### config.mk
export PLATFORM = sky130hd
export DESIGN_NAME = obst_split_alu
export DESIGN_NICKNAME = d
export VERILOG_FILES = /design/src/hdl/obst_pkg.sv /design/src/hdl/obst_split_alu.sv
export SDC_FILE = /design/constraint.sdc
export NUM_CORES = 1
export LEC_CHECK = 0
export ABC_AREA = 0
export ABC_CLOCK_PERIOD_IN_PS = 4300
export BUFFER_PORTS_ARGS = -buffer_cell sky130_fd_sc_hd__clkbuf_2
export CORE_MARGIN = 4
export CORE_UTILIZATION = 37
export CTS_CLUSTER_DIAMETER = 200
export CTS_CLUSTER_SIZE = 28
export DETAILED_ROUTE_END_ITERATION = 10
export PLACE_DENSITY = 0.69
export SLEW_MARGIN = 15
export SYNTH_ARGS = -nofsm -noshare
export SYNTH_HDL_FRONTEND = slang
export SYNTH_SLANG_ARGS = --single-unit
### constraint.sdc
create_clock -name i_clk -period 4.3 [get_ports i_clk]
set_input_delay 0 -clock i_clk [delete_from_list [all_inputs] [get_ports i_clk]]
set_output_delay 0 -clock i_clk [all_outputs]
set_load 0.02 [all_outputs]
### src/hdl/obst_pkg.sv
// Shared types and constants for the optimal search tree cost unit.
`timescale 1ns / 1ps

package obst_pkg;

    // Fixed payload widths of the channels
    localparam int FREQ_W       = 16;
    localparam int TOTAL_COST_W = 26;
    localparam int ROOT_INDEX_W = 5;
    localparam int KEY_COUNT_W  = 6;

    // Sequencer states
    typedef enum logic [1:0] {
        ST_LOAD,
        ST_SPAN,
        ST_DRAIN,
        ST_WRITE
    } t_state;

    // One split candidate handed from the sequencer to the compare unit
    typedef struct packed {
        logic valid;
        logic first;
        logic left_empty;
        logic right_empty;
    } t_split_req;

endpackage

### src/hdl/obst_split_alu.sv
// Shared add-and-compare unit that tracks the cheapest split of a span.
`timescale 1ns / 1ps

module obst_split_alu #(
    parameter int KEY_W  = 5,
    parameter int COST_W = 28
) (
    input  logic                 i_clk,
    input  logic                 i_init,
    input  obst_pkg::t_split_req i_req,
    input  logic [KEY_W-1:0]     i_root,
    input  logic [COST_W-1:0]    i_left,
    input  logic [COST_W-1:0]    i_right,
    output logic [COST_W-1:0]    o_best,
    output logic [KEY_W-1:0]     o_root
);

    logic [COST_W-1:0] w_left;
    logic [COST_W-1:0] w_right;
    logic [COST_W-1:0] w_sum;
    logic              w_take;

    // Empty subtrees cost nothing
    assign w_left  = i_req.left_empty  ? '0 : i_left;
    assign w_right = i_req.right_empty ? '0 : i_right;
    assign w_sum   = w_left + w_right;

    // Strict compare keeps the lowest root on ties
    assign w_take = i_req.valid && (i_req.first || (w_sum < o_best));

    always_ff @(posedge i_clk) begin
        if (i_init) begin
            o_best <= '0;
            o_root <= '0;
        end else if (w_take) begin
            o_best <= w_sum;
            o_root <= i_root;
        end
    end

endmodule

==> results of run 1 <==
timing repair:
action,CTS,global route
resized for setup,0,4
setup endpoints to repair,0,29
hold buffers,5,0
hold endpoints to repair,5,0
cell usage after synthesis (5+ instances only):
cell type / n
xnor2_1: 16
nand4_1: 9
a21oi_2: 17
dfxtp_1: 33
nor2b_1: 58
nand2b_1: 6
clkbuf_1: 8
a21o_1: 10
o21bai_1: 5
nand2_1: 68
mux2i_1: 5
or3_1: 7
ha_1: 54
o21ai_1: 5
nor3_1: 12
nand3_1: 9
nor2_1: 27
inv_1: 41
and2_1: 6
a21oi_1: 42
a22o_1: 5
o21ai_0: 18
path summary, 6_finish.rpt:
kind                                 start          to  slack [ps]  depth (start not counted)
worst max-delay path              i_req[0]  o_best[25]         330                         19
worst max register to register  o_best[25]  o_best[25]        1880                         10
worst min register to register   o_best[0]   o_best[0]         490                          2
worst min-delay path            i_right[1]   o_best[1]         240                          4
power groups by stage:
stage / Sequential, W / Clock (W) / Combinational [W]
floorplan: 0.000426 / 0 / 0.000436
global placement: 0.000383 / 0 / 0.000672
detailed placement: 0.000384 / 0 / 0.000690
CTS: 0.000377 / 0.000309 / 0.000698
global route: 0.000384 / 0.000321 / 0.000784
finish: 0.000377 / 0.000302 / 0.000698
layout make-up:
class                   instances  area, sq um  area share, %
multi-input cells             438         3050           62.5
repair buffers                126          728           14.9
flip-flops and latches         33          661           13.5
well taps                     136          170           3.49
inverters                      41          154           3.15
clock buffers                   7         86.3           1.77
clock inverters                 1         30.0          0.616
sequential cells by signal, indices dropped and copies added (netlist names):
register	cells
o_best	28
o_root	5
routing by layer:
| layer | part of all wire (%) | wire (microns) | vias up |
|---|---|---|---|
| met4 | 1.3 | 138 | 0 |
| met5 | 0 | 0 | - |
| met2 | 44 | 4870 | 115 |
| met3 | 5.1 | 555 | 10 |
| met1 | 49 | 5410 | 1812 |
| li1 | - | - | 2083 |
cells in the final DEF, fill, tap and decap left out, types with 2 or more instances in the layout:
cell           count
a21oi_2           17
o21a_1             2
a41o_1             2
clkbuf_8           6
o211a_1            2
o21ai_1            5
nand4_1            9
xnor2_1           16
or3_1              7
o21bai_1           5
nor2b_1           58
or2_2              2
clkbuf_4           2
xor2_1             4
nand2b_1           6
nand3_1            9
a2111oi_0          4
and2_1             6
nand3b_1           4
and3_1             2
ha_1              54
a21oi_1           42
clkbuf_2          97
o21ai_0           18
a21o_1            10
o21ai_2            2
nor3_1            12
a211oi_1           3
mux2i_1            5
a22o_1             5
and4_1             2
nor2_1            27
buf_4             21
dlygate4sd3_1      5
nand2_1           68
dfxtp_1           33
o2bb2ai_1          2
nor4_1             2
inv_1             41
worst max-delay path: stages:
cell and delay, ps:
clkbuf_4 250, buf_4 210, nor2b_1 60, ha_1 370, and3_4 210, a221oi_2 200
a21bo_1 250, or3_1 320, o21ai_2 140, xnor2_1 210, ha_1 320, a21oi_1 190
o2111ai_1 170, a21oi_1 190, a32oi_2 140, or3_1 420, buf_4 190, nor2_4 180
a22o_1 180
through the flow:
stage / setup WS (ps) / total power, W / TNS [ps] / cell area (sq um) / hold slack, ps
3_5_place_dp: -116 / 0.00107 / -1310 / 4710 / 251
2_1_floorplan: 518 / 0.000862 / 0 / 3940 / 147
5_1_grt: 11.2 / 0.00149 / 0 / 4880 / 295
3_3_place_gp: 16.9 / 0.00105 / 0 / 4710 / 235
4_1_cts: 193 / 0.00138 / 0 / 4870 / 242
6_report: 327 / 0.00138 / 0 / 4880 / 244
cell families (layout without fill, tap and decap cells):
| group | count (synthesis) | count (layout) | share of synthesized area [%] |
|---|---|---|---|
| simple gates | 223 | 223 | 30.0 |
| compound gates | 135 | 135 | 24.1 |
| fa+ha+maj | 55 | 55 | 17.7 |
| flops | 33 | 33 | 16.8 |
| mux | 5 | 5 | 1.27 |
| xor+xnor | 20 | 20 | 4.45 |
| buf+inv | 54 | 175 | 5.78 |
==> results_dict.tcl, run 1 <==
set metrics [dict create \
    drc 0 \
    layout_min_cycle_time_ps 3970 \
    synth_warnings 0 \
    die_h_microns 111 \
    finClkSkew_ps 5.51 \
    leakage_nw 2.29 \
    fin_crit_sh_pct 92.4 \
    syn_avg_cell_area_sq_um 7.50 \
    hold_viol 0 \
    instances_no_fill 782 \
    cp_max_fo 20 \
    portBuffers 99 \
    p_int_w 0.000828 \
    clock_path_buffers 2 \
    clk_latency_ps 290 \
    met2_usage_pct 28.7 \
    syn_nets 647 \
    final_max_slew_viol_count 0 \
    switchingPower_w 0.000549 \
    core_sq_um 10300 \
    grt_pass1_vias 3996 \
    hp-class "input port to flip-flop" \
    layout.nets 767 \
    syn_to_final_growth_pct 23.9 \
    n_fill_cell 1046 \
    final_core_util_pct 47.3 \
    hpwl_microns 9250 \
    ys.flop_type "dfxtp_1" \
    clock.fmax_mhz 252 \
    viasPerCell 5.14 \
    postSynthCellCount 525 \
    synth_seq_area_share_pct 16.8 \
    ys_ff_latch 33 \
    gr-usage-met3_pct 2.51 \
    overflow 0 \
    start_kind "input port" \
    start_util_pct 38.1 \
    drt_iter0_drc 204 \
    rows 37 \
    synth_edf_count 0 \
    crit_type "input port to flip-flop" \
    wl_microns 11000 \
    worst_pin_slew_ps 891 \
    cts-root-buf "clkbuf_8" \
    wl_per_cell_microns 14.0 \
    drv_cap 0 \
    ant_nets 0 \
    dieArea_sq_um 12400 \
    postCtsSetupBuffers 0 \
    n_antenna_cell 0 \
    cp.arrival_ps 4200 \
    crit_required_ps 4530 \
    clkPwrFrac_pct 21.9 \
    clock-sinks 33 \
    cts_tree "done" \
    async_flop_share_pct 0 \
    netlist_area_sq_um 3940 \
    rsz0062_at_grt "no" \
    slew_headroom_pct 40.6 \
    met1_usage_pct 25.4 \
    switching_share_pct 39.9 \
    seqPwrFrac_pct 27.3 \
    gp_congestion 0.883 \
    power_frac_comb_pct 50.7 \
    p_per_area_nw_per_um2 282 \
    antenna_found_initial 0 \
    end_kind "flip-flop" \
    clk_pin_slew_ps 70 \
    drive_gt1_share_pct 24.9 \
    first_pass_iters 4 \
    yosysTopAreaCell "ha_1" \
    busiest_layer "met2" \
    place_inst 769 \
    synthTopCellsByArea "ha_1 17%, dfxtp_1 17%, nor2b_1 9.2%, nand2_1 6.5%, a21oi_1 5.3%" \
    cts_made_buffers 5 \
    pin_count 100 \
    peakVddDrop_mv 0.191 \
    htreeDepth 2 \
    synth_cell_types 63 \
    via_count 4020 \
    fp.dieW_microns 111 \
    grt_pass1_wl_microns 19000 \
    yosysTopAreaCellShare_pct 17.2 \
    grt_max_degree 33 \
    grt_use_total_pct 18.0 \
    status "finished, final reports clean" \
    setup_violations 0 \
]
(Power assumes the default switching activity.)
==> run 2, diff against run 1 <==
- CAP_MARGIN: default -> 15
- CORE_MARGIN: 4 -> default
- PLACE_DENSITY: 0.69 -> 0.57
==> run 2 against run 1 <==
Effect of this change: sequential cell count unchanged; count of clock-buffer cells in the layout up 1; critical path type unchanged; largest cell class unchanged; setup slack got worse by 71 ps.
==> results_dict.tcl, run 2 (synthesized netlist as in run 1, its figures left out) <==
set metrics [dict create \
    crit_required_ps 4430 \
    status "finished, final reports clean" \
    final_common_cell "clkbuf_2" \
    peakVddDrop_mv 0.140 \
    cp_cell_sequence "clkbuf_4, buf_4, nor2b_1, ha_1, a21oi_1, o21ai_1, nor3_1, nand3_2, and4_1, or3_1, ha_1, nand4_1, nor4_2, nand2_1, a2111oi_4, buf_4, nor3_4, buf_4, mux2i_1, nor2_1" \
    gp_congestion 0.897 \
    min_path_cells 4 \
    slew_headroom_pct 40.0 \
    dieArea_sq_um 11100 \
    pre_cts_ws_ps -146 \
    cts-root-buf "clkbuf_8" \
    wl_microns 10200 \
    worst_hold_slack_ps 226 \
    fin_crit_sh_pct 94.0 \
    cts_tree "done" \
    grt_pass1_vias 3594 \
    drive_gt1_share_pct 25.1 \
    layout_min_cycle_time_ps 4040 \
    via_count 4011 \
    rows 37 \
    hpwl_microns 8620 \
    worst_pin_slew_ps 900 \
    path_depth 20 \
    clk_latency_ps 280 \
    worstHoldEndpoint "o_best[1]" \
    path_common_cell "buf_4" \
    grt_use_total_pct 18.2 \
    hold_start "i_right[1]" \
    setup_violations 0 \
    clock.fmax_mhz 247 \
    instances_no_fill 785 \
    htreeDepth 2 \
    start_util_pct 38.1 \
    pin_count 100 \
    crit_slowest_cell "or3_1" \
    final_max_slew_viol_count 0 \
    largest_reg_flops 28 \
    n_fill_cell 1042 \
    portBuffers 99 \
    reg2reg_slack_ps 1850 \
    multiInputGateArea_sq_um 3050 \
    layout.nets 770 \
    n_antenna_cell 0 \
    antenna_found_initial 0 \
    hold_viol 0 \
    end_kind "flip-flop" \
    start_kind "input port" \
    drt_iter0_drc 107 \
    finClkSkew_ps 7.73 \
    top_register "o_best" \
    layout_setup_ws_ps 256 \
    place_inst 772 \
    final_core_util_pct 47.2 \
    clock_path_buffers 2 \
    die_h_microns 105 \
    grt_max_degree 33 \
    r2r_cells 11 \
    clock-sinks 33 \
    cp.arrival_ps 4170 \
    slowest_delay_ps 420 \
    regArea_sq_um 661 \
    crit_buf_inv 4 \
    r2r_start "o_best[27]" \
    overflow 0 \
    leakage_nw 2.29 \
    wl_per_cell_microns 13.0 \
    cp_max_fo 16 \
    cpLargestDelayFamily "simple AND/OR/NAND/NOR gates" \
    cts_made_buffers 5 \
    ant_nets 0 \
    first_pass_iters 4 \
    core_sq_um 10300 \
    syn_to_final_growth_pct 23.7 \
    drv_cap 0 \
    p_per_area_nw_per_um2 263 \
    r2r_end "o_root[1]" \
    rsz0062_at_grt "no" \
    hp-class "input port to flip-flop" \
    largestRegisters "o_best x28, o_root x5" \
    fp.dieW_microns 105 \
    grt_pass1_wl_microns 16600 \
    viasPerCell 5.11 \
    drc 0 \
    crit_type "input port to flip-flop" \
    final_cell_mix "97 x clkbuf_2, 68 x nand2_1, 58 x nor2b_1" \
    clk_pin_slew_ps 70 \
]
[run 2: cell count changes in the layout (fill, tap and decap cells not counted), sizes merged]
| cell | change |
|---|---|
| clkbuf | +1 |
| bufinv | -1 |
| buf | +3 |
[run 2: worst max path at each step]
stage / to / startpoint / slack [ps]
finish: o_root[1] / i_req[0] / 260
global route: o_best[21] / i_req[0] / 5
CTS: o_best[21] / i_req[0] / 140
detailed placement: o_best[21] / i_req[0] / -150
global placement: o_best[25] / i_req[0] / 8
floorplan: o_best[22] / i_req[1] / 520
[run 2: worst min-delay path: cells and delay by family]
family | cells | cell delay (ps)
fa+ha+maj | 1 | 210
simple gates | 1 | 100
buf+inv | 1 | 80
compound gates | 1 | 70
[run 2: layout make-up]
cell class                      count  share of cell area [%]
Multi-Input combinational cell    438                    62.7
Timing Repair Buffer              129                    15.4
Sequential cell                    33                    13.6
Tap cell                          136                    3.49
Inverter                           41                    3.16
Clock buffer                        8                    1.64
[run 2: where the power goes]
part           switching [W]  internal (W)
sequential         0.0000281      0.000347
clock               0.000107      0.000115
combinational       0.000394      0.000291
total               0.000530      0.000753
[run 2: per-stage QoR]
step	area [sq um]	total power, W	setup TNS (ps)
floorplan	3940	0.000862	0
global placement	4730	0.00105	0
detailed placement	4730	0.00106	-2490
CTS	4860	0.00129	0
global route	4870	0.00139	0
finish	4870	0.00128	0
[run 2: routing by layer]
layer / up-vias / global-route usage (%) / wire, microns
met3: 7 / 1.81 / 377
met5: - / 0 / 0
met2: 98 / 30.4 / 4580
li1: 2102 / - / -
met1: 1804 / 25.2 / 5180
met4: 0 / 3.92 / 88
[run 2: repair_timing]
item / in CTS / in global routing
endpoints found under the setup margin: 0 / 32
endpoints found under the hold margin: 5 / 0
gates resized for setup: 0 / 5
buffers inserted: 0 / 0
hold buffers: 5 / 0
==> run 3, diff against run 2 <==
- ABC_CLOCK_PERIOD_IN_PS: 4300 -> 4690
- clock period: 4.3 -> 4.69 ns (I/O delays scaled with it)
==> run 3 against run 2 <==
Effect of this change: critical path depth did not move; register-to-register slack gained 280 ps; clock skew down 2.9 ps; largest power group unchanged.
==> results_dict.tcl, run 3 (synthesized netlist as in run 1, its figures left out) <==
set metrics [dict create \
    status "finished, final reports clean" \
    hold_viol 0 \
    drc 0 \
    worstHoldEndpoint "o_best[1]" \
    peakVddDrop_mv 0.166 \
    cts-root-buf "clkbuf_8" \
    rows 37 \
    clock.fmax_mhz 234 \
    clock_path_buffers 2 \
    pre_cts_ws_ps -7.16 \
    start_util_pct 38.1 \
    setup_violations 0 \
    viasPerCell 5.16 \
    finClkSkew_ps 4.85 \
    layout_setup_ws_ps 411 \
    clk_latency_ps 280 \
    wl_microns 10100 \
    syn_to_final_growth_pct 20.5 \
    slowest_delay_ps 410 \
    hpwl_microns 8330 \
    pin_count 100 \
    top_register "o_best" \
    r2r_cells 10 \
    cpLargestDelayFamily "simple AND/OR/NAND/NOR gates" \
    core_sq_um 10300 \
    instances_no_fill 764 \
    clock-sinks 33 \
    hp-class "input port to flip-flop" \
    regArea_sq_um 661 \
    drv_cap 0 \
    rsz0062_at_grt "no" \
    crit_buf_inv 3 \
    slew_headroom_pct 41.1 \
    final_max_slew_viol_count 0 \
    r2r_end "o_best[23]" \
    drive_gt1_share_pct 22.9 \
    layout_min_cycle_time_ps 4280 \
    p_per_area_nw_per_um2 259 \
    end_kind "flip-flop" \
    reg2reg_slack_ps 2130 \
    grt_pass1_vias 3684 \
    place_inst 751 \
    clk_pin_slew_ps 70 \
    fin_tns_setup_ps 0 \
    n_fill_cell 1042 \
    overflow 0 \
    crit_required_ps 4870 \
    largest_reg_flops 28 \
    worst_pin_slew_ps 884 \
    multiInputGateArea_sq_um 3050 \
    hold_start "i_right[1]" \
    cts_made_buffers 5 \
    dieArea_sq_um 11100 \
    die_h_microns 105 \
    ant_nets 0 \
    n_antenna_cell 0 \
    fin_crit_sh_pct 91.2 \
    postCtsSetupBuffers 0 \
    grt_use_total_pct 18.8 \
    portBuffers 99 \
    cp_max_fo 28 \
    via_count 3939 \
    fp.dieW_microns 105 \
    crit_slowest_cell "clkbuf_2" \
    worst_hold_slack_ps 238 \
    final_cell_mix "99 x clkbuf_2, 68 x nand2_1, 58 x nor2b_1" \
    gp_congestion 0.856 \
    wl_per_cell_microns 13.2 \
    first_pass_iters 5 \
    min_path_cells 4 \
    largestRegisters "o_best x28, o_root x5" \
    cts_tree "done" \
    layout.nets 749 \
    final_common_cell "clkbuf_2" \
    start_kind "input port" \
    cp_cell_sequence "clkbuf_2, nor2b_1, ha_1, inv_1, fa_1, nor2b_1, o31a_1, o21ai_2, nand3_2, and4_1, or3_1, ha_1, nand4_1, nor4_2, nand2_1, a2111oi_4, or3_1, buf_12, nor2_4, a22o_1" \
    cp.arrival_ps 4460 \
    leakage_nw 2.20 \
    drt_iter0_drc 169 \
    antenna_found_initial 0 \
    grt_max_degree 33 \
    htreeDepth 2 \
    r2r_start "o_best[27]" \
    grt_pass1_wl_microns 17200 \
    final_core_util_pct 45.9 \
    crit_type "input port to flip-flop" \
]
## run 3: per-layer routing
metal,vias to the layer above,global-route usage (%),wire length (microns)
met2,107,30.3,4470
met1,1774,26.4,5050
li1,2047,-,-
met3,11,2.06,417
met5,-,0,0
met4,0,4.83,118
## run 3: worst min-delay path: stages
cell and delay, ps:
clkbuf_2 80, nand2b_1 100, fa_1 210, a211oi_1 80
## run 3: layout make-up
class | instances | area share, %
repair buffers | 108 | 12.4
flip-flops and latches | 33 | 13.9
clock inverters | 1 | 0.633
clock buffers | 7 | 1.82
well taps | 136 | 3.59
inverters | 41 | 3.24
multi-input cells | 438 | 64.4
## run 3: worst max path at each step
stage | startpoint | endpoint | slack, ps | cells past startpoint
after floorplan | i_req[1] | o_best[22] | 910 | 21
after global placement | i_req[1] | o_best[25] | 210 | 19
after detailed placement | i_req[0] | o_best[23] | -7 | 20
after CTS | i_req[0] | o_best[25] | 300 | 20
after global routing | i_req[0] | o_best[17] | 6 | 20
final | i_req[0] | o_best[23] | 410 | 20
## run 3: timing repair
item / in CTS / in global routing
resized for setup: 0 / 1
hold buffers: 5 / 0
hold endpoints to repair: 5 / 0
endpoints found under the setup margin: 0 / 6
## run 3: stage by stage
step	power [W]	area, sq um
2_1_floorplan	0.000790	3940
3_3_place_gp	0.000947	4570
3_5_place_dp	0.000959	4570
4_1_cts	0.00124	4740
5_1_grt	0.00133	4740
6_report	0.00123	4740
## run 3: where the power goes
group	total, W	leakage, nW	switching (W)	internal (W)
Combinational	0.000611	1.88	0.000361	0.000251
Sequential	0.000344	0.271	0.0000261	0.000318
Clock	0.000275	0.0585	0.000102	0.000173
